==> src/rtl/fdbvp_pkg.sv <==
// Shared types, constants and fixed-point helpers for the boundary value solver.
// Depends on nothing; the multiplier, divider and top refer to it by scoped names.
package fdbvp_pkg;

   localparam int POINTS    = 20;
   localparam int FRAC_BITS = 16;
   localparam int QW        = 48;
   localparam int IDX_W     = $clog2(POINTS);
   localparam int PROD_W    = 2 * QW;
   localparam int CHUNK_W   = 16;
   localparam int NCHUNK    = QW / CHUNK_W;
   localparam int DVD_W     = QW + FRAC_BITS;
   localparam int DCNT_W    = $clog2(DVD_W + 1);

   typedef logic signed [QW-1:0] q_type;

   localparam q_type Q_ONE     = q_type'(QW'(1) << FRAC_BITS);
   localparam q_type Q_NEG_TWO = q_type'(QW'(0) - (QW'(2) << FRAC_BITS));

   typedef enum logic [1:0] {
      STATUS_OK   = 2'd0,
      STATUS_FAIL = 2'd1,
      STATUS_SAT  = 2'd2
   } status_type;

   typedef enum logic [3:0] {
      ST_IDLE,
      ST_H2,
      ST_SET_T,
      ST_SET_R,
      ST_ELIM_INV,
      ST_ELIM_RHS,
      ST_BACK_RD,
      ST_BACK_DIV,
      ST_OUT_RD,
      ST_OUT_LOAD,
      ST_OUT_HOLD,
      ST_FAIL_HOLD
   } fsm_type;

   typedef struct packed {
      logic  start;
      q_type a;
      q_type b;
   } op_req_type;

   typedef struct packed {
      logic  done;
      logic  sat;
      q_type value;
   } op_rsp_type;

   function automatic logic [QW-1:0] magnitude(q_type v);
      return v[QW-1] ? (QW'(0) - QW'(v)) : QW'(v);
   endfunction

   // Apply sign to a magnitude, saturating at the 48-bit limits: {sat, value}
   function automatic logic [QW:0] sign_sat(logic [PROD_W-1:0] m, logic neg);
      logic [PROD_W-1:0] lim;
      logic [QW-1:0]     mc;
      logic              s;
      lim = neg ? (PROD_W'(1) << (QW-1)) : ((PROD_W'(1) << (QW-1)) - PROD_W'(1));
      s   = m > lim;
      mc  = s ? lim[QW-1:0] : m[QW-1:0];
      return {s, (neg ? (QW'(0) - mc) : mc)};
   endfunction

   // a - b saturated to 48 bits: {sat, value}
   function automatic logic [QW:0] sat_sub(q_type a, q_type b);
      logic [QW:0] d;
      d = {a[QW-1], a} - {b[QW-1], b};
      if (d[QW] != d[QW-1]) begin
         return {1'b1, (d[QW] ? {1'b1, {(QW-1){1'b0}}} : {1'b0, {(QW-1){1'b1}}})};
      end
      return {1'b0, d[QW-1:0]};
   endfunction

endpackage

==> src/rtl/fdbvp_mul.sv <==
// Multi-cycle Q-format multiplier: 48x16 partial products accumulated over cycles.
// Depends on fdbvp_pkg.
module fdbvp_mul (
   input  logic                  clock,
   input  logic                  reset,
   input  fdbvp_pkg::op_req_type op_req,
   output fdbvp_pkg::op_rsp_type op_rsp
);

   logic                                          busy_ff;
   logic                                          done_ff;
   logic [1:0]                                    cnt_ff;
   logic [fdbvp_pkg::QW-1:0]                      ua_ff;
   logic [fdbvp_pkg::QW-1:0]                      ub_ff;
   logic                                          neg_ff;
   logic [fdbvp_pkg::QW+fdbvp_pkg::CHUNK_W-1:0]   prod_ff;
   logic [fdbvp_pkg::PROD_W-1:0]                  acc_ff;
   logic [fdbvp_pkg::CHUNK_W-1:0]                 chunk;
   logic [fdbvp_pkg::QW:0]                        res;

   assign chunk = fdbvp_pkg::CHUNK_W'(ub_ff >> (fdbvp_pkg::CHUNK_W * int'(cnt_ff)));

   always_ff @(posedge clock) begin
      if (reset) begin
         busy_ff <= 1'b0;
         done_ff <= 1'b0;
         cnt_ff  <= 2'd0;
      end else begin
         done_ff <= 1'b0;
         if (op_req.start) begin
            busy_ff <= 1'b1;
            cnt_ff  <= 2'd0;
         end else if (busy_ff) begin
            cnt_ff <= cnt_ff + 2'd1;
            if (int'(cnt_ff) == fdbvp_pkg::NCHUNK) begin
               busy_ff <= 1'b0;
               done_ff <= 1'b1;
            end
         end
      end
   end

   always_ff @(posedge clock) begin
      if (op_req.start) begin
         ua_ff  <= fdbvp_pkg::magnitude(op_req.a);
         ub_ff  <= fdbvp_pkg::magnitude(op_req.b);
         neg_ff <= op_req.a[fdbvp_pkg::QW-1] ^ op_req.b[fdbvp_pkg::QW-1];
         acc_ff <= '0;
      end else if (busy_ff) begin
         if (int'(cnt_ff) != fdbvp_pkg::NCHUNK) begin
            prod_ff <= ua_ff * chunk;
         end
         if (cnt_ff != 2'd0) begin
            acc_ff <= acc_ff + (fdbvp_pkg::PROD_W'(prod_ff)
                                << (fdbvp_pkg::CHUNK_W * (int'(cnt_ff) - 1)));
         end
      end
   end

   assign res = fdbvp_pkg::sign_sat(acc_ff >> fdbvp_pkg::FRAC_BITS, neg_ff);

   assign op_rsp.done  = done_ff;
   assign op_rsp.sat   = res[fdbvp_pkg::QW];
   assign op_rsp.value = res[fdbvp_pkg::QW-1:0];

endmodule

==> config.mk <==
export PLATFORM = sky130hd
export DESIGN_NAME = fdbvp_mul
export DESIGN_NICKNAME = d
export VERILOG_FILES = /design/src/rtl/fdbvp_pkg.sv /design/src/rtl/fdbvp_mul.sv
export SDC_FILE = /design/constraint.sdc
export NUM_CORES = 2
export LEC_CHECK = 0
export BUFFER_PORTS_ARGS = -buffer_cell sky130_fd_sc_hd__buf_2
export CORE_MARGIN = 2
export CORE_UTILIZATION = 50
export DETAILED_ROUTE_END_ITERATION = 8
export PLACE_DENSITY = 0.69
export SYNTH_ARGS = -nofsm -noshare
export SYNTH_HDL_FRONTEND = slang
export SYNTH_SLANG_ARGS = --single-unit
==> constraint.sdc <==
create_clock -name clock -period 9 [get_ports clock]
set_clock_uncertainty 0.2 [all_clocks]
set_input_delay 2.7 -clock clock [delete_from_list [all_inputs] [get_ports clock]]
set_output_delay 2.7 -clock clock [all_outputs]
set_load 0.1 [all_outputs]
# Yosys cells after proc, flatten, opt, wreduce, memory -nomap -nowiden
# Cells that the tools add are included.
# classes
n_mul	1
n_bitwise	3
shift	2
n_reduce_logical	5
mux	9
magnitude_cmp	1
n_eq_ne	2
add_sub_neg	6
# ops
op	count
2-to-1 mux 48 bit	3
subtractor 1 x 48 -> 48 bit (first input constant)	3
adder 96 bit	1
left shift 64 x 32 -> 96 bit	1
2-to-1 mux 47 bit	2
> comparator 80 x 48 -> 1 bit	1
multiplier 48 x 16 -> 64 bit	1
right shift 48 x 6 -> 16 bit	1
2-to-1 mux 1 bit	4
AND reduction 3 bit	1
OR reduction 3 bit	1
subtractor 2 x 1 -> 3 bit (second input constant)	1
adder 2 x 1 -> 2 bit (second input constant)	1
equality test 2 x 1 -> 1 bit (second input constant)	1
!= test 2 x 1 -> 1 bit (second input constant)	1
inverter 1 bit	2
AND reduction 2 bit	1
nonzero test 2 bit	1
OR reduction 2 bit	1
bitwise XOR 1 bit	1
# totals
output_inout_bits	50
inputBits	99
wordCells	39
ff_bits	261

# Depth between registers and ports, before layout
# logic_depth
ltp_word	5
ltp_mapped	33
ltp_nobuf	30

# Worst setup path after synthesis
# Ideal clock, no wire load.
# synth_timing
path_kind	flip-flop to output port
from	reg neg_ff
to	out op_rsp[36] (netlist name)
stages_incl_launch_ff	22
setup_slack_ns	-2.185
arrival_time_ns	8.285
required_time_ns	6.100
path_buffers	6
path_cell_list	edfxtp_1 inv_1 clkbuf_1 clkbuf_1 ha_1 nand4_1 or3_1 nor4_1 nand4_1 a31oi_1 a211oi_1 nor2_1 clkbuf_1 clkbuf_1 buf_1 o21ai_0 ha_1 clkbuf_1 o21ai_0 a21oi_1 xor2_1 o21ai_0
# synth_lines
item	line_no	rtl
start, declared	fdbvp_mul.sv:15	logic neg_ff;
start signal, assigned	fdbvp_mul.sv:47	neg_ff <= op_req.a[fdbvp_pkg::QW-1] ^ op_req.b[fdbvp_pkg::QW-1];
end, declared	fdbvp_mul.sv:7	output fdbvp_pkg::op_rsp_type op_rsp

# Worst setup path in the final report
# layout_timing
from	reg cnt_ff[0]
to	reg prod_ff[62] (netlist name) (data pin)
# layout_via
elab_chain_len	2
# layout_rtl
item	line_no	rtl
start, declared	fdbvp_mul.sv:12	logic [1:0] cnt_ff;
start signal, assigned	fdbvp_mul.sv:34	cnt_ff <= cnt_ff + 2'd1;
right shift 48 x 6 -> 16 bit	fdbvp_mul.sv:21	assign chunk = fdbvp_pkg::CHUNK_W'(ub_ff >> (fdbvp_pkg::CHUNK_W * int'(cnt_ff)));
multiplier 48 x 16 -> 64 bit	fdbvp_mul.sv:51	prod_ff <= ua_ff * chunk;
end signal, assigned	fdbvp_mul.sv:51	
end, declared	fdbvp_mul.sv:16	logic [fdbvp_pkg::QW+fdbvp_pkg::CHUNK_W-1:0] prod_ff;
# Every way passes these cells.
# A chain may end at the register's enable or synchronous reset.

==> impl_metrics.json <==
{
  "synth_cells": 5262,
  "initial_core_util_pct": 50.63,
  "std_cell_rows": 108,
  "synth_top_flop_cell": "edfxtp_1",
  "min_period_over_period_pct": 96.98,
  "fin_area_um2": 48110,
  "gp_congestion": 0.9677,
  "layout-drive-gt1-share_pct": 6.937,
  "final_cell_mix": "nand2_1, inv_1, fa_1, a21oi_1, ha_1",
  "antenna_found_initial": 0,
  "drc": 0,
  "htreeDepth": 1,
  "use_met2_pct": 46.69,
  "worstPathRequired_ns": 9.13,
  "fmax_ghz": 0.1146,
  "ff2ff_setup_slack_ns": 0.27,
  "finalHoldViolations": 0,
  "critPathTopFamily": "adder cells",
  "slew_headroom_pct": 33.49,
  "r2r.worst_path.cells": 26,
  "cts.sinks": 261,
  "drv_cap": 0,
  "period_needed_ns": 8.728,
  "syn_avg_cell_area_um2": 8.387,
  "r2r_start": "cnt_ff[0]$_SDFFE_PP0P_",
  "vias_per_cell": 5.796,
  "wl_per_cell_um": 20.04,
  "cp_num_cells": 26,
  "netlist.area_leader.share_pct": 29.17,
  "cts_root_buf": "clkbuf_16",
  "async_reset_ff_share_pct": 0,
  "cpMostUsedCell": "fa_1",
  "synth_seq_area_share_pct": 15.49,
  "clockBufferDepth": 3,
  "busiest_layer": "met2",
  "post-route-util_pct": 55.20,
  "synth_cell_type_count": 79,
  "path_buf_inv": 4,
  "grtUsageMet3_pct": 4.099,
  "synth_fp_nets": 6288,
  "die_w_um": 301.1,
  "ys_warn_count": 0,
  "synth-edff-count": 161,
  "grt_pass1_vias": 37520,
  "core-area_um2": 87160,
  "mostFrequentLayoutCell": "nand2_1",
  "yosysTopAreaCell": "fa_1",
  "grt_max_degree": 71,
  "rr_endpoint": "prod_ff[62]$_DFFE_PP_",
  "io_pins": 149,
  "final_nets": 6263,
  "drv_slew": 0,
  "port_buffers": 148,
  "place_area_um2": 46820,
  "firstDrtPassIters": 6,
  "overflow": 0,
  "slowest_delay_ns": 0.72,
  "hold_depth": 2,
  "vias": 37200,
  "setup_violations": 0,
  "crit_path_top_delay_cell": "mux2i_2",
  "hp-start": "acc_ff[14]$_SDFFE_PP0P_",
  "clk_transition_reported_paths_ns": 0.06,
  "antenna_left": 0,
  "rsz0062_at_grt": "true",
  "die_area_um2": 90660,
  "hp-class": "reg2reg",
  "numCtsBuffers": 31,
  "clock_latency_ns": 0.65,
  "areaGrowthSynthToFinish_pct": 9.010,
  "die_height_um": 301.1,
  "grt_usage_pct": 28.17,
  "ys_ff_latch": 261,
  "cp_max_fo": 19,
  "antenna_cells": 0,
  "tightest_slew_ns": 0.9977,
  "synth.area.top_cells": "fa_1, edfxtp_1, ha_1",
  "met1_usage_pct": 38.25,
  "critPathArrivalTime_ns": 8.86,
  "timing.critical_path.from": "cnt_ff[0]$_SDFFE_PP0P_",
  "holdBufCountCts": 0,
  "cts_tree": "done",
  "syn_area_um2": 44130,
  "drt_wl_total_um": 128600,
  "drt-initial-drc-count": 2768,
  "crit_end": "prod_ff[62]$_DFFE_PP_",
  "post-dp-hpwl_um": 99360,
  "grt_pass1_wl_um": 203900,
  "start_kind": "register",
  "status": "completed",
  "worstSetupEndpointType": "register",
  "critPathKind": "reg2reg"
}
## cells in the mapped netlist, types with 6 or more instances
cell       count
a211o_1        9
a211oi_1      38
a21boi_0       8
a21o_1       113
a21oi_1      322
a221oi_1       7
a2bb2oi_1     18
a311oi_1       7
a31oi_1       24
and2_1       272
and3_1        34
and4_1         9
buf_1         18
clkbuf_1     262
dfxtp_1      100
edfxtp_1     161
fa_1         643
ha_1         284
inv_1        772
mux2i_1       66
nand2_1      905
nand2b_1      23
nand3_1       47
nand3b_1       6
nand4_1       44
nor2_1       238
nor2b_1       22
nor3_1        56
nor3b_1        6
nor4_1        22
o211ai_1       8
o21a_1        24
o21ai_0      200
o21bai_1      34
o311ai_0      13
o31a_1         7
o31ai_1       36
o41ai_1       19
or2_2         10
or3_1         37
or4_1         23
xnor2_1      169
xor2_1        69
## kinds of logic (layout without fill, tap and decap cells)
kind of cell / after synthesis / count (layout) / synth area share (%)
AOI/OAI and AO/OA: 944 / 952 / 13.49
adders and majority gates: 927 / 927 / 37.22
xor gates and xnor gates: 238 / 238 / 4.723
DFF: 261 / 261 / 15.49
and+or+nand+nor: 1769 / 1769 / 18.56
muxes: 67 / 67 / 1.522
buffers and inverters: 1056 / 1048 / 8.996
## cell type report
| class | instances | area (µm²) |
|---|---|---|
| clock buffer | 43 | 908.4 |
| clock inverter | 15 | 141.4 |
| fill | 8025 | 39050 |
| inverter | 773 | 2902 |
| multi-input combinational | 3953 | 33960 |
| sequential | 261 | 6842 |
| tap | 1155 | 1445 |
| timing repair buffer | 217 | 1906 |
## layer usage
| layer | share of wire, % | wire length [µm] |
|---|---|---|
| met1 | 42 | 54210 |
| met2 | 47 | 60010 |
| met3 | 8.0 | 10230 |
| met4 | 3.2 | 4176 |
| met5 | 0 | 0 |
## sequential cells by signal, summed over array words and instances (netlist names)
register / cells
acc_ff: 96
prod_ff: 64
ub_ff: 48
busy_ff: 1
cnt_ff: 2
done_ff: 1
ua_ff: 48
neg_ff: 1
## worst min path at each step
stage                                          to
final                     acc_ff[14]$_SDFFE_PP0P_
after global routing       acc_ff[4]$_SDFFE_PP0P_
after CTS                 acc_ff[14]$_SDFFE_PP0P_
after detailed placement  acc_ff[11]$_SDFFE_PP0P_
after global placement    acc_ff[13]$_SDFFE_PP0P_
after floorplan           acc_ff[10]$_SDFFE_PP0P_
## tightest hold or removal path: cells and delay by family (launching register included)
kind	cells	cell delay, ns
and+or+nand+nor	1	0.05
DFF	1	0.31
AOI/OAI and AO/OA	1	0.05
## stage by stage
stage / TNS, ns / setup WS (ns) / hold WS (ns) / std cells
2_1_floorplan: -4.407 / -1.072 / 0.2362 / 5262
3_3_place_gp: 0 / 0.4925 / 0.2434 / 6347
3_5_place_dp: 0 / 0.3706 / 0.2521 / 6347
4_1_cts: 0 / 0.2905 / 0.2606 / 6405
5_1_grt: -0.1094 / -0.1094 / 0.2785 / 6417
6_report: 0 / 0.2722 / 0.2603 / 6417
## repair_timing
| action | in CTS | in global routing |
|---|---|---|
| buffers inserted | 0 | 4 |
| endpoints found under the setup margin | 0 | 6 |
| hold endpoints to repair | 0 | 0 |
| resized for setup | 0 | 25 |
Power is not shown: default switching activity piles up to over one toggle a cycle in this logic, so the estimate is an artifact.
