### config.mk
export PLATFORM = sky130hd
export DESIGN_NAME = fdbvp_div
export DESIGN_NICKNAME = d
export VERILOG_FILES = /design/src/rtl/fdbvp_pkg.sv /design/src/rtl/fdbvp_div.sv
export SDC_FILE = /design/constraint.sdc
export NUM_CORES = 1
export LEC_CHECK = 0
export BUFFER_PORTS_ARGS = -buffer_cell sky130_fd_sc_hd__buf_2
export CORE_MARGIN = 3
export CORE_UTILIZATION = 55
export CTS_CLUSTER_DIAMETER = 150
export DETAILED_ROUTE_END_ITERATION = 10
export PLACE_DENSITY = 0.83
export SLEW_MARGIN = 20
export SYNTH_ARGS = -nofsm -noshare
export SYNTH_HDL_FRONTEND = slang
export SYNTH_SLANG_ARGS = --single-unit
### constraint.sdc
create_clock -name clock -period 11.8 [get_ports clock]
set_input_delay 0.59 -clock clock [delete_from_list [all_inputs] [get_ports clock]]
set_output_delay 0.59 -clock clock [all_outputs]
set_load 0.01 [all_outputs]
### src/rtl/fdbvp_pkg.sv
// Shared types, constants and fixed-point helpers for the boundary value solver.
// Depends on nothing; the multiplier, divider and top refer to it by scoped names.
package fdbvp_pkg;

   localparam int POINTS    = 20;
   localparam int FRAC_BITS = 16;
   localparam int QW        = 48;
   localparam int IDX_W     = $clog2(POINTS);
   localparam int PROD_W    = 2 * QW;
   localparam int CHUNK_W   = 16;
   localparam int NCHUNK    = QW / CHUNK_W;
   localparam int DVD_W     = QW + FRAC_BITS;
   localparam int DCNT_W    = $clog2(DVD_W + 1);

   typedef logic signed [QW-1:0] q_type;

   localparam q_type Q_ONE     = q_type'(QW'(1) << FRAC_BITS);
   localparam q_type Q_NEG_TWO = q_type'(QW'(0) - (QW'(2) << FRAC_BITS));

   typedef enum logic [1:0] {
      STATUS_OK   = 2'd0,
      STATUS_FAIL = 2'd1,
      STATUS_SAT  = 2'd2
   } status_type;

   typedef enum logic [3:0] {
      ST_IDLE,
      ST_H2,
      ST_SET_T,
      ST_SET_R,
      ST_ELIM_INV,
      ST_ELIM_RHS,
      ST_BACK_RD,
      ST_BACK_DIV,
      ST_OUT_RD,
      ST_OUT_LOAD,
      ST_OUT_HOLD,
      ST_FAIL_HOLD
   } fsm_type;

   typedef struct packed {
      logic  start;
      q_type a;
      q_type b;
   } op_req_type;

   typedef struct packed {
      logic  done;
      logic  sat;
      q_type value;
   } op_rsp_type;

   function automatic logic [QW-1:0] magnitude(q_type v);
      return v[QW-1] ? (QW'(0) - QW'(v)) : QW'(v);
   endfunction

   // Apply sign to a magnitude, saturating at the 48-bit limits: {sat, value}
   function automatic logic [QW:0] sign_sat(logic [PROD_W-1:0] m, logic neg);
      logic [PROD_W-1:0] lim;
      logic [QW-1:0]     mc;
      logic              s;
      lim = neg ? (PROD_W'(1) << (QW-1)) : ((PROD_W'(1) << (QW-1)) - PROD_W'(1));
      s   = m > lim;
      mc  = s ? lim[QW-1:0] : m[QW-1:0];
      return {s, (neg ? (QW'(0) - mc) : mc)};
   endfunction

   // a - b saturated to 48 bits: {sat, value}
   function automatic logic [QW:0] sat_sub(q_type a, q_type b);
      logic [QW:0] d;
      d = {a[QW-1], a} - {b[QW-1], b};
      if (d[QW] != d[QW-1]) begin
         return {1'b1, (d[QW] ? {1'b1, {(QW-1){1'b0}}} : {1'b0, {(QW-1){1'b1}}})};
      end
      return {1'b0, d[QW-1:0]};
   endfunction

endpackage

### src/rtl/fdbvp_div.sv
// Restoring Q-format divider, one quotient bit per cycle, (a << FRAC_BITS) / b.
// Depends on fdbvp_pkg.
module fdbvp_div (
   input  logic                  clock,
   input  logic                  reset,
   input  fdbvp_pkg::op_req_type op_req,
   output fdbvp_pkg::op_rsp_type op_rsp
);

   logic                              busy_ff;
   logic                              done_ff;
   logic [fdbvp_pkg::DCNT_W-1:0]      cnt_ff;
   logic [fdbvp_pkg::QW-1:0]          ub_ff;
   logic                              neg_ff;
   logic [fdbvp_pkg::DVD_W-1:0]       dvd_ff;
   logic [fdbvp_pkg::DVD_W-1:0]       quo_ff;
   logic [fdbvp_pkg::QW:0]            rem_ff;
   logic [fdbvp_pkg::QW:0]            rem_sh;
   logic                              ge;
   logic [fdbvp_pkg::QW:0]            res;

   assign rem_sh = {rem_ff[fdbvp_pkg::QW-1:0], dvd_ff[fdbvp_pkg::DVD_W-1]};
   assign ge     = rem_sh >= {1'b0, ub_ff};

   always_ff @(posedge clock) begin
      if (reset) begin
         busy_ff <= 1'b0;
         done_ff <= 1'b0;
         cnt_ff  <= '0;
      end else begin
         done_ff <= 1'b0;
         if (op_req.start) begin
            busy_ff <= 1'b1;
            cnt_ff  <= fdbvp_pkg::DCNT_W'(fdbvp_pkg::DVD_W);
         end else if (busy_ff) begin
            cnt_ff <= cnt_ff - fdbvp_pkg::DCNT_W'(1);
            if (cnt_ff == fdbvp_pkg::DCNT_W'(1)) begin
               busy_ff <= 1'b0;
               done_ff <= 1'b1;
            end
         end
      end
   end

   always_ff @(posedge clock) begin
      if (op_req.start) begin
         ub_ff  <= fdbvp_pkg::magnitude(op_req.b);
         neg_ff <= op_req.a[fdbvp_pkg::QW-1] ^ op_req.b[fdbvp_pkg::QW-1];
         dvd_ff <= {fdbvp_pkg::magnitude(op_req.a), {fdbvp_pkg::FRAC_BITS{1'b0}}};
         quo_ff <= '0;
         rem_ff <= '0;
      end else if (busy_ff) begin
         rem_ff <= ge ? (rem_sh - {1'b0, ub_ff}) : rem_sh;
         quo_ff <= {quo_ff[fdbvp_pkg::DVD_W-2:0], ge};
         dvd_ff <= dvd_ff << 1;
      end
   end

   assign res = fdbvp_pkg::sign_sat(fdbvp_pkg::PROD_W'(quo_ff), neg_ff);

   assign op_rsp.done  = done_ff;
   assign op_rsp.sat   = res[fdbvp_pkg::QW];
   assign op_rsp.value = res[fdbvp_pkg::QW-1:0];

endmodule

After elaboration in Yosys (flattened, before gate mapping) --
Index checks and enable logic that the tools add are counted.
Operators by class: $add $sub $neg 5, $lt $le $gt $ge 2, eq/ne operators 1, multiplexer cells 14, bitwise gates (word level) 2, reductions and logical operators 3
Operators by type and width (count):
- 48-bit 2-to-1 mux | 5
- 1-bit by 48-bit subtractor with 48-bit output, first input constant | 3
- 64-bit 2-to-1 mux | 2
- 64-bit by 48-bit > comparator with 1-bit output | 1
- 49-bit by 48-bit >= comparator with 1-bit output | 1
- 48-bit subtractor | 1
- 47-bit 2-to-1 mux | 1
- 7-bit 2-to-1 mux | 2
- 7-bit by 1-bit == test with 1-bit output, second input constant | 1
- 7-bit by 1-bit subtractor with 7-bit output, second input constant | 1
- 1-bit 2-to-1 mux | 4
- 3-bit OR reduction | 1
- 2-bit nonzero test | 1
- 2-bit OR reduction | 1
- 1-bit NOT | 1
- 1-bit bitwise XOR | 1
Word-level totals: bits in registers 218, input port bits 99, word-level logic and storage cells 37

Longest topological paths before layout --
Gate-level depths: netlist (run 1).
word-level depth 5, depth in mapped cells 26, gate-level depth less buffers 22

Worst setup path after synthesis (run 1) --
No wires, ideal clock.
kind register to output, start reg neg_ff, end out op_rsp[34] (netlist bit), arrival 6445 ps, path slack 4765 ps, stages on the path, launching flop included 25, cell sequence edfxtp_1 -> clkbuf_1 -> inv_1 -> clkbuf_1 -> ha_1 -> nand4_1 -> nor3_1 -> and3_1 -> o31ai_1 -> a21oi_1 -> clkbuf_1 -> clkbuf_1 -> o21ai_0 -> inv_1 -> ha_1 -> inv_1 -> or4_1 -> o21a_1 -> clkbuf_1 -> or3_1 -> nor2_1 -> nand2_1 -> o311ai_0 -> a21oi_1 -> a211oi_1
RTL lines:
- start: declaration | line fdbvp_div.sv:14 | logic neg_ff;
- start signal: assignment | line fdbvp_div.sv:48 | neg_ff <= op_req.a[fdbvp_pkg::QW-1] ^ op_req.b[fdbvp_pkg::QW-1];
- end: declaration | line fdbvp_div.sv:7 | output fdbvp_pkg::op_rsp_type op_rsp

==> results of run 1 <==
## how the worst max path moves through the flow
stage | startpoint | endpoint | slack, ps | cells after the start
3_5_place_dp | neg_ff | op_rsp[34] | 3560 | 23
4_1_cts | neg_ff | op_rsp[34] | 3010 | 23
6_report | neg_ff | op_rsp[34] | 2990 | 23
5_1_grt | neg_ff | op_rsp[34] | 2250 | 23
2_1_floorplan | neg_ff | op_rsp[34] | 4760 | 24
3_3_place_gp | neg_ff | op_rsp[34] | 3910 | 23
## area by class of cell
class / count / area [um^2]
clock buffer: 32 / 694
sequential: 218 / 5340
inverter: 76 / 285
clock inverter: 12 / 151
multi-input combinational: 1443 / 9520
tap: 372 / 465
fill: 2358 / 10100
timing repair buffer: 157 / 817
## cell usage in the layout, fill, tap and decap left out, types with 8 or more instances in the layout
cell type,Yosys,final
or4_1,15,15
or2_2,12,12
or3_1,23,23
buf_4,1,9
a311oi_1,26,26
nor3_1,47,47
nor2_1,229,229
o311ai_0,12,12
nand3_1,24,24
a211o_1,8,8
mux2i_1,70,70
o21ai_0,111,111
buf_2,0,147
dfxtp_1,121,120
xor2_1,66,66
o21a_1,12,12
o31ai_1,35,35
o41ai_1,15,15
a21oi_1,150,149
nand4_1,26,26
edfxtp_1,97,97
nand2_1,157,156
clkbuf_16,0,27
a21o_1,38,38
inv_1,76,76
ha_1,101,101
xnor2_1,79,79
nor4_1,22,22
nand2b_1,22,22
a211oi_1,22,22
a31oi_1,12,12
nor2b_1,10,10
## metrics by stage
stage / area [um^2] / utilization [%] / cells / hold WS (ps) / power [W]
4_1_cts: 17300 / 63.2 / 2310 / 230 / 0.00227
3_3_place_gp: 16400 / 60.1 / 2266 / 475 / 0.00146
6_report: 17300 / 63.2 / 2310 / 254 / 0.00226
5_1_grt: 17300 / 63.2 / 2310 / 241 / 0.00238
2_1_floorplan: 15500 / - / 1846 / 458 / 0.00132
3_5_place_dp: 16400 / 60.1 / 2266 / 483 / 0.00148
## cell families after synthesis
family / share of synthesized area [%]
buffers and inverters: 4.50
multiplexers: 4.59
AO/OA/AOI/OAI: 20.4
adder cells (fa/ha/maj): 8.27
flip-flops: 34.4
AND/OR/NAND/NOR: 19.7
XOR/XNOR: 8.18
## power breakdown
part	total (W)	switching (W)	leakage [nW]	internal (W)
clock network	0.000788	0.000305	0.408	0.000482
logic	0.000588	0.000357	4.98	0.000231
registers	0.000886	0.0000321	1.94	0.000854
## sequential cells by signal, summed over array words and instances (netlist names)
register / cells
busy_ff: 1
cnt_ff: 7
done_ff: 1
dvd_ff: 48
neg_ff: 1
quo_ff: 64
rem_ff: 48
ub_ff: 48
## worst reg2reg max path, stage by stage, from the launching register on
cell      delay (ps)
edfxtp_1         320
inv_1             40
ha_1             410
nand3_1          190
nor3_1           440
and4_1           300
o311ai_0         250
o211ai_1         250
a21oi_1          260
o41a_1           600
buf_4            370
or4_1            600
a311oi_1         290
## metal layers
| layer | up-vias | track usage [%] |
|---|---|---|
| met4 | 0 | 6.30 |
| li1 | 6894 | - |
| met2 | 500 | 40.2 |
| met3 | 68 | 2.64 |
| met1 | 6519 | 34.3 |
| met5 | - | 0 |
==> flow_metrics.tcl, run 1 <==
set metrics [dict create \
    path_clk_slew_ps 60 \
    fin_ws_ps 2990 \
    rsz0062_at_grt "false" \
    max_slew_margin_pct 29.8 \
    peakVddDrop_uv 95.6 \
    worstHoldPathType "input pin to register" \
    clock_path_buffers 3 \
    cts_tree "yes" \
    cts_resized 0 \
    viasPerCell 6.05 \
    reg2regPathDepth 12 \
    yosysMostFrequentCell "nor2_1" \
    met2_wirelength_um 17500 \
    crit_type "register to primary output" \
    syn_nets 2047 \
    synthCells 1846 \
    dieArea_um2 30300 \
    slowest_delay_ps 760 \
    synthTopCellsByCount "229 x nor2_1, 157 x nand2_1, 150 x a21oi_1" \
    gp_congestion 0.953 \
    min_path_cells 2 \
    grt_use_total_pct 24.4 \
    yosysWarnings 0 \
    ios 149 \
    cts_sinks 218 \
    required_ps 11210 \
    dpl_worst_slack_ps 3560 \
    drt-met1-wl_um 17300 \
    met3_wirelength_um 2510 \
    path_cells "buf_4, inv_1, ha_1, nand4_1, nor3_1, and3_1, and4_1, a21oi_4, buf_4, inv_1, nor2_1, a21oi_1, ha_1, inv_1, or4_1, o21a_1, or3_1, nor2_1, nand2_1, o311ai_0, a21oi_1, a211oi_1, buf_2" \
    numCtsBuffers 24 \
    synthFlopType "dfxtp_1" \
    critical-path-slowest-cell "buf_4" \
    ys_seq_area_share_pct 34.4 \
    ant_nets 0 \
    r2r-start "ub_ff[31]" \
    drive_gt1_share_pct 12.0 \
    synth_seq_cells 218 \
    holdPathEnd "busy_ff" \
    end_kind "primary output" \
    io_buffers 148 \
    rows 60 \
    fin_nets 2121 \
    first_pass_iters 6 \
    dr_total_vias 14000 \
    status "completed" \
    grt_max_degree 99 \
    finalSetupTns_ps 0 \
    top_layer_used "met4" \
    drc 0 \
    core-area_um2 27300 \
    clockRootBuffer "clkbuf_16" \
    maxCapViolCount 0 \
    die_h_um 174 \
    worst-path-buf-inv 6 \
    crit_arrival_ps 8220 \
    synthTopCellsByArea "edfxtp_1 19%, dfxtp_1 16%, ha_1 8.1%" \
    synth.distinct_cells 71 \
    fmax_mhz 114 \
    post-route-min-period_ps 8810 \
    initial_utilization_pct 56.8 \
    async_flop_share_pct 0 \
    wl_per_cell_um 16.5 \
    dp_hpwl_um 27100 \
    dr.first_iter.drc_count 1578 \
    worstHoldStart "reset" \
    grt.overflow.total 0 \
    power.density_nw_per_um2 131 \
    r2r_setup_slack_ps 7380 \
    netlist_area_um2 15500 \
    p_leak_nw 7.33 \
    antenna_found_initial 0 \
    grt_pass1_vias 13100 \
    crit_path_frequent_cell "inv_1" \
    post_cts_buffers 0 \
    crit_fanout 98 \
    startpoint_type "register" \
    final_hold_viol_count 0 \
    period_share_pct 74.6 \
    setup_viol 0 \
    avgSynthCellArea_um2 8.41 \
    clock_skew_ps 20.1 \
    drt_wl_total_um 38000 \
    ctsHtreeMaxLevel 1 \
    synth-edff-count 97 \
    synth_top_area_cell "edfxtp_1" \
    clock_latency_ps 530 \
    chipWidth_um 174 \
    antenna_cells 0 \
    worstMarginPinSlew_ps 1050 \
    grt_pass1_wl_um 63900 \
    cts_hold_buf 0 \
    critPathTopFamily "simple AND/OR/NAND/NOR gates" \
    synth_top_area_share_pct 18.8 \
    syn_to_final_growth_pct 11.3 \
    drv_slew 0 \
    regToRegEndpoint "rem_ff[26]" \
]
No activity file was read; power rests on OpenSTA's default activity.
==> run 2, diff against run 1 <==
clock period = 8.53 ns   (was 11.8 ns; I/O delays follow)
==> flow_metrics.tcl, run 2 (synthesized netlist as in run 1, its figures left out) <==
set metrics [dict create \
    status "completed" \
    finalSetupTns_ps 0 \
    clock_path_buffers 3 \
    ctsHtreeMaxLevel 1 \
    grt_pass1_wl_um 63900 \
    r2r_setup_slack_ps 3970 \
    grt_pass1_vias 13100 \
    numCtsBuffers 25 \
    crit_fanout 43 \
    dieArea_um2 30300 \
    die_h_um 174 \
    clockRootBuffer "clkbuf_16" \
    final_cells 2315 \
    grt.overflow.total 0 \
    chipWidth_um 174 \
    switchingPower_w 0.000964 \
    clock_latency_ps 520 \
    internal_power_w 0.00218 \
    gp_congestion 0.928 \
    end_kind "primary output" \
    path_clk_slew_ps 60 \
    pwr-share-comb_pct 26.2 \
    layout_commonest_cell "nor2_1" \
    cts_resized 0 \
    startpoint_type "register" \
    grt_use_total_pct 24.4 \
    slowest_delay_ps 780 \
    initial_utilization_pct 56.8 \
    antenna_found_initial 0 \
    period_share_pct 92.2 \
    dr.first_iter.drc_count 1385 \
    crit_path_frequent_cell "o21a_1" \
    dp_cells 2268 \
    ant_nets 0 \
    required_ps 8100 \
    setup_viol 0 \
    drv_slew 0 \
    core-area_um2 27300 \
    p_sw_share_pct 30.7 \
    p_leak_nw 7.37 \
    crit_arrival_ps 7440 \
    cts_hold_buf 0 \
    syn_to_final_growth_pct 11.7 \
    dr_total_vias 14000 \
    critical-path-slowest-cell "edfxtp_1" \
    dp_hpwl_um 27200 \
    final_cell_mix "229 x nor2_1, 156 x nand2_1, 149 x a21oi_1" \
    drt_wl_total_um 38300 \
    busiest_layer "met2" \
    fin_area_um2 17300 \
    post-route-min-period_ps 7870 \
    power.density_nw_per_um2 181 \
    worstMarginPinSlew_ps 1100 \
    seqPwrFrac_pct 38.9 \
    critPathTopFamily "compound AO/OA/AOI/OAI gates" \
    fmax_mhz 127 \
    clkPwrFrac_pct 34.9 \
    ios 149 \
    grt.met2_usage_pct 39.2 \
    rsz0062_at_grt "false" \
    wl_per_cell_um 16.5 \
    placed_area_um2 16400 \
    largest_reg_flops 64 \
    drc 0 \
    grt_max_degree 104 \
    path_cells "buf_8, buf_4, ha_1, o21a_1, o21a_1, o21ai_0, a31oi_1, o31ai_1, a21oi_4, inv_1, nor2_1, a21oi_1, ha_1, inv_1, or4_1, o21a_1, or3_1, nor2_1, nand2_1, o311ai_0, a21oi_1, a211oi_1, buf_2" \
    worst-path-buf-inv 5 \
    met1_usage_pct 34.8 \
    cts_sinks 218 \
    final_hold_viol_count 0 \
    io_buffers 148 \
    maxCapViolCount 0 \
    use_met3_pct 2.93 \
    drive_gt1_share_pct 12.2 \
    peakVddDrop_uv 128 \
    max_slew_margin_pct 26.9 \
    post_cts_buffers 0 \
    fin_nets 2126 \
    rows 60 \
    final_core_util_pct 63.4 \
    regMostFlops "quo_ff" \
    clock_skew_ps 16.9 \
    first_pass_iters 6 \
    viasPerCell 6.04 \
    antenna_cells 0 \
    cts_tree "yes" \
    crit_type "register to primary output" \
    worstHoldPathType "input pin to register" \
]
==> run 2: layout make-up <==
class                           instances  area (um^2)
Clock buffer                           39          763
Clock inverter                          6         87.6
Fill cell                            2369         9990
Inverter                               76          285
Multi-Input combinational cell       1443         9520
Sequential cell                       218         5340
Tap cell                              372          465
Timing Repair Buffer                  161          875
==> run 2: through the flow <==
stage	setup WS (ps)	total power [W]	hold WS (ps)
2_1_floorplan	1660	0.00183	458
3_3_place_gp	1380	0.00202	474
3_5_place_dp	1160	0.00204	477
4_1_cts	598	0.00315	80.9
5_1_grt	201	0.00331	101
6_report	663	0.00314	98.7
==> run 2: layer usage <==
metal	routed length [um]	vias up
met5	0	-
met4	876	0
met3	2350	66
met2	17200	469
met1	17900	6547
li1	-	6893
==> run 2: worst paths after layout <==
path                      to  startpoint  cells past startpoint
setup / recovery  op_rsp[34]      neg_ff                     23
hold / removal       busy_ff       reset                      2
setup reg to reg  rem_ff[26]   ub_ff[31]                     12
hold reg to reg    rem_ff[9]   rem_ff[9]                      2
==> run 2: power by group through the flow <==
stage | Sequential (W) | Clock, W | Combinational (W)
after floorplan | 0.00123 | 0 | 0.000597
after global placement | 0.00124 | 0 | 0.000777
after detailed placement | 0.00125 | 0 | 0.000799
after CTS | 0.00122 | 0.00112 | 0.000808
after global routing | 0.00123 | 0.00116 | 0.000913
final | 0.00122 | 0.00110 | 0.000823
==> run 3, diff against run 2 <==
CORE_ASPECT_RATIO = 1.75   (was not set)
==> flow_metrics.tcl, run 3 (synthesized netlist as in run 1, its figures left out) <==
set metrics [dict create \
    wl_per_cell_um 17.4 \
    gp_congestion 0.973 \
    first_pass_iters 8 \
    worstMarginPinSlew_ps 1070 \
    dieArea_um2 30300 \
    ctsHtreeMaxLevel 1 \
    final_cells 2311 \
    drc 0 \
    grt.overflow.total 0 \
    crit_type "register to primary output" \
    final_hold_viol_count 0 \
    ios 149 \
    drt_wl_total_um 40300 \
    path_clk_slew_ps 70 \
    io_buffers 148 \
    period_share_pct 91.1 \
    drive_gt1_share_pct 12.3 \
    dp_hpwl_um 29300 \
    end_kind "primary output" \
    post-route-min-period_ps 7770 \
    rsz0062_at_grt "false" \
    grt_max_degree 106 \
    syn_to_final_growth_pct 11.2 \
    fin_ws_ps 756 \
    fin_area_um2 17300 \
    cts_tree "yes" \
    crit_fanout 28 \
    grt_use_total_pct 25.7 \
    chipWidth_um 133 \
    dp_cells 2267 \
    placed_area_um2 16400 \
    final_core_util_pct 62.7 \
    dr_total_vias 14200 \
    required_ps 8100 \
    die_h_um 228 \
    layout_commonest_cell "nor2_1" \
    finalSetupTns_ps 0 \
    viasPerCell 6.13 \
    largest_reg_flops 64 \
    clockRootBuffer "clkbuf_16" \
    grt_pass1_vias 14200 \
    peakVddDrop_uv 190 \
    initial_utilization_pct 56.4 \
    core-area_um2 27500 \
    startpoint_type "register" \
    cts_sinks 218 \
    setup_viol 0 \
    fmax_mhz 129 \
    final_cell_mix "229 x nor2_1, 156 x nand2_1, 149 x a21oi_1" \
    dr.first_iter.drc_count 782 \
    power.density_nw_per_um2 179 \
    dpl_worst_slack_ps 1150 \
    numCtsBuffers 22 \
    p_leak_nw 7.33 \
    crit_arrival_ps 7350 \
    regMostFlops "quo_ff" \
    clock_path_buffers 3 \
    status "completed" \
    clock_latency_ps 520 \
    rows 80 \
    drv_slew 0 \
    clock_skew_ps 10.7 \
    maxCapViolCount 0 \
    worstHoldPathType "input pin to register" \
    cts_resized 0 \
    grt_pass1_wl_um 66400 \
    max_slew_margin_pct 28.5 \
    fin_nets 2125 \
    ant_nets 0 \
    antenna_found_initial 2 \
]
## run 3: cell types whose count changed in the layout (fill, tap and decap cells not counted), sizes merged
cell / delta
diode: +2
clkinv: +2
buf: +2
clkbuf: -11
inv: +4
## run 3: routing by layer
metal  global-route usage, %  wire length (um)  part of all wire (%)
met5                       0                 0                     0
met4                    15.3              2350                   5.8
met3                    2.07              1700                   4.2
met2                    48.7             21400                    53
met1                    27.0             14800                    37
## run 3: repair_timing
item	4_1_cts	5_1_grt
setup buffers	0	1
hold buffers	0	0
endpoints found under the setup margin	0	1
## run 3: cell type report
cell class,count,area (um^2)
Fill cell,2356,10300
Multi-Input combinational cell,1443,9520
Sequential cell,218,5340
Timing Repair Buffer,163,866
Clock buffer,28,646
Tap cell,369,462
Inverter,76,285
Clock inverter,12,139
Antenna cell,2,5.00
## run 3: path summary, 6_finish.rpt
check | from | end | slack [ps] | cells after the start
min reg2reg | cnt_ff[1] | cnt_ff[1] | 500 | 2
max | neg_ff | op_rsp[34] | 760 | 24
max reg2reg | ub_ff[24] | rem_ff[19] | 4080 | 13
min | reset | busy_ff | 80 | 2
## run 3: report_power, final
group / switching (W) / internal (W) / leakage (nW)
clock: 0.000433 / 0.000606 / 0.387
sequential: 0.0000488 / 0.00118 / 1.94
combinational: 0.000494 / 0.000325 / 5.01
total: 0.000976 / 0.00211 / 7.33
## run 3: worst max-delay path, cell delays in order (launching register included)
cell and delay [ps]:
edfxtp_1 730, buf_4 350, buf_4 220, ha_1 160, a21o_1 110, a21o_1 100
a21oi_1 50, or2_2 270, a31oi_1 220, o31ai_1 160, a21oi_4 610, buf_4 380
o21ai_0 160, inv_1 100, ha_1 430, inv_1 130, or4_1 650, o21a_1 330
or3_1 450, nor2_1 250, nand2_1 120, o311ai_0 340, a21oi_1 110, a211oi_1 210
buf_2 160
## run 3: stage by stage
step / hold slack, ps / power [W]
finish: 80.8 / 0.00309
global route: 77.6 / 0.00324
CTS: 57.2 / 0.00309
detailed placement: 490 / 0.00205
global placement: 475 / 0.00203
floorplan: 458 / 0.00183
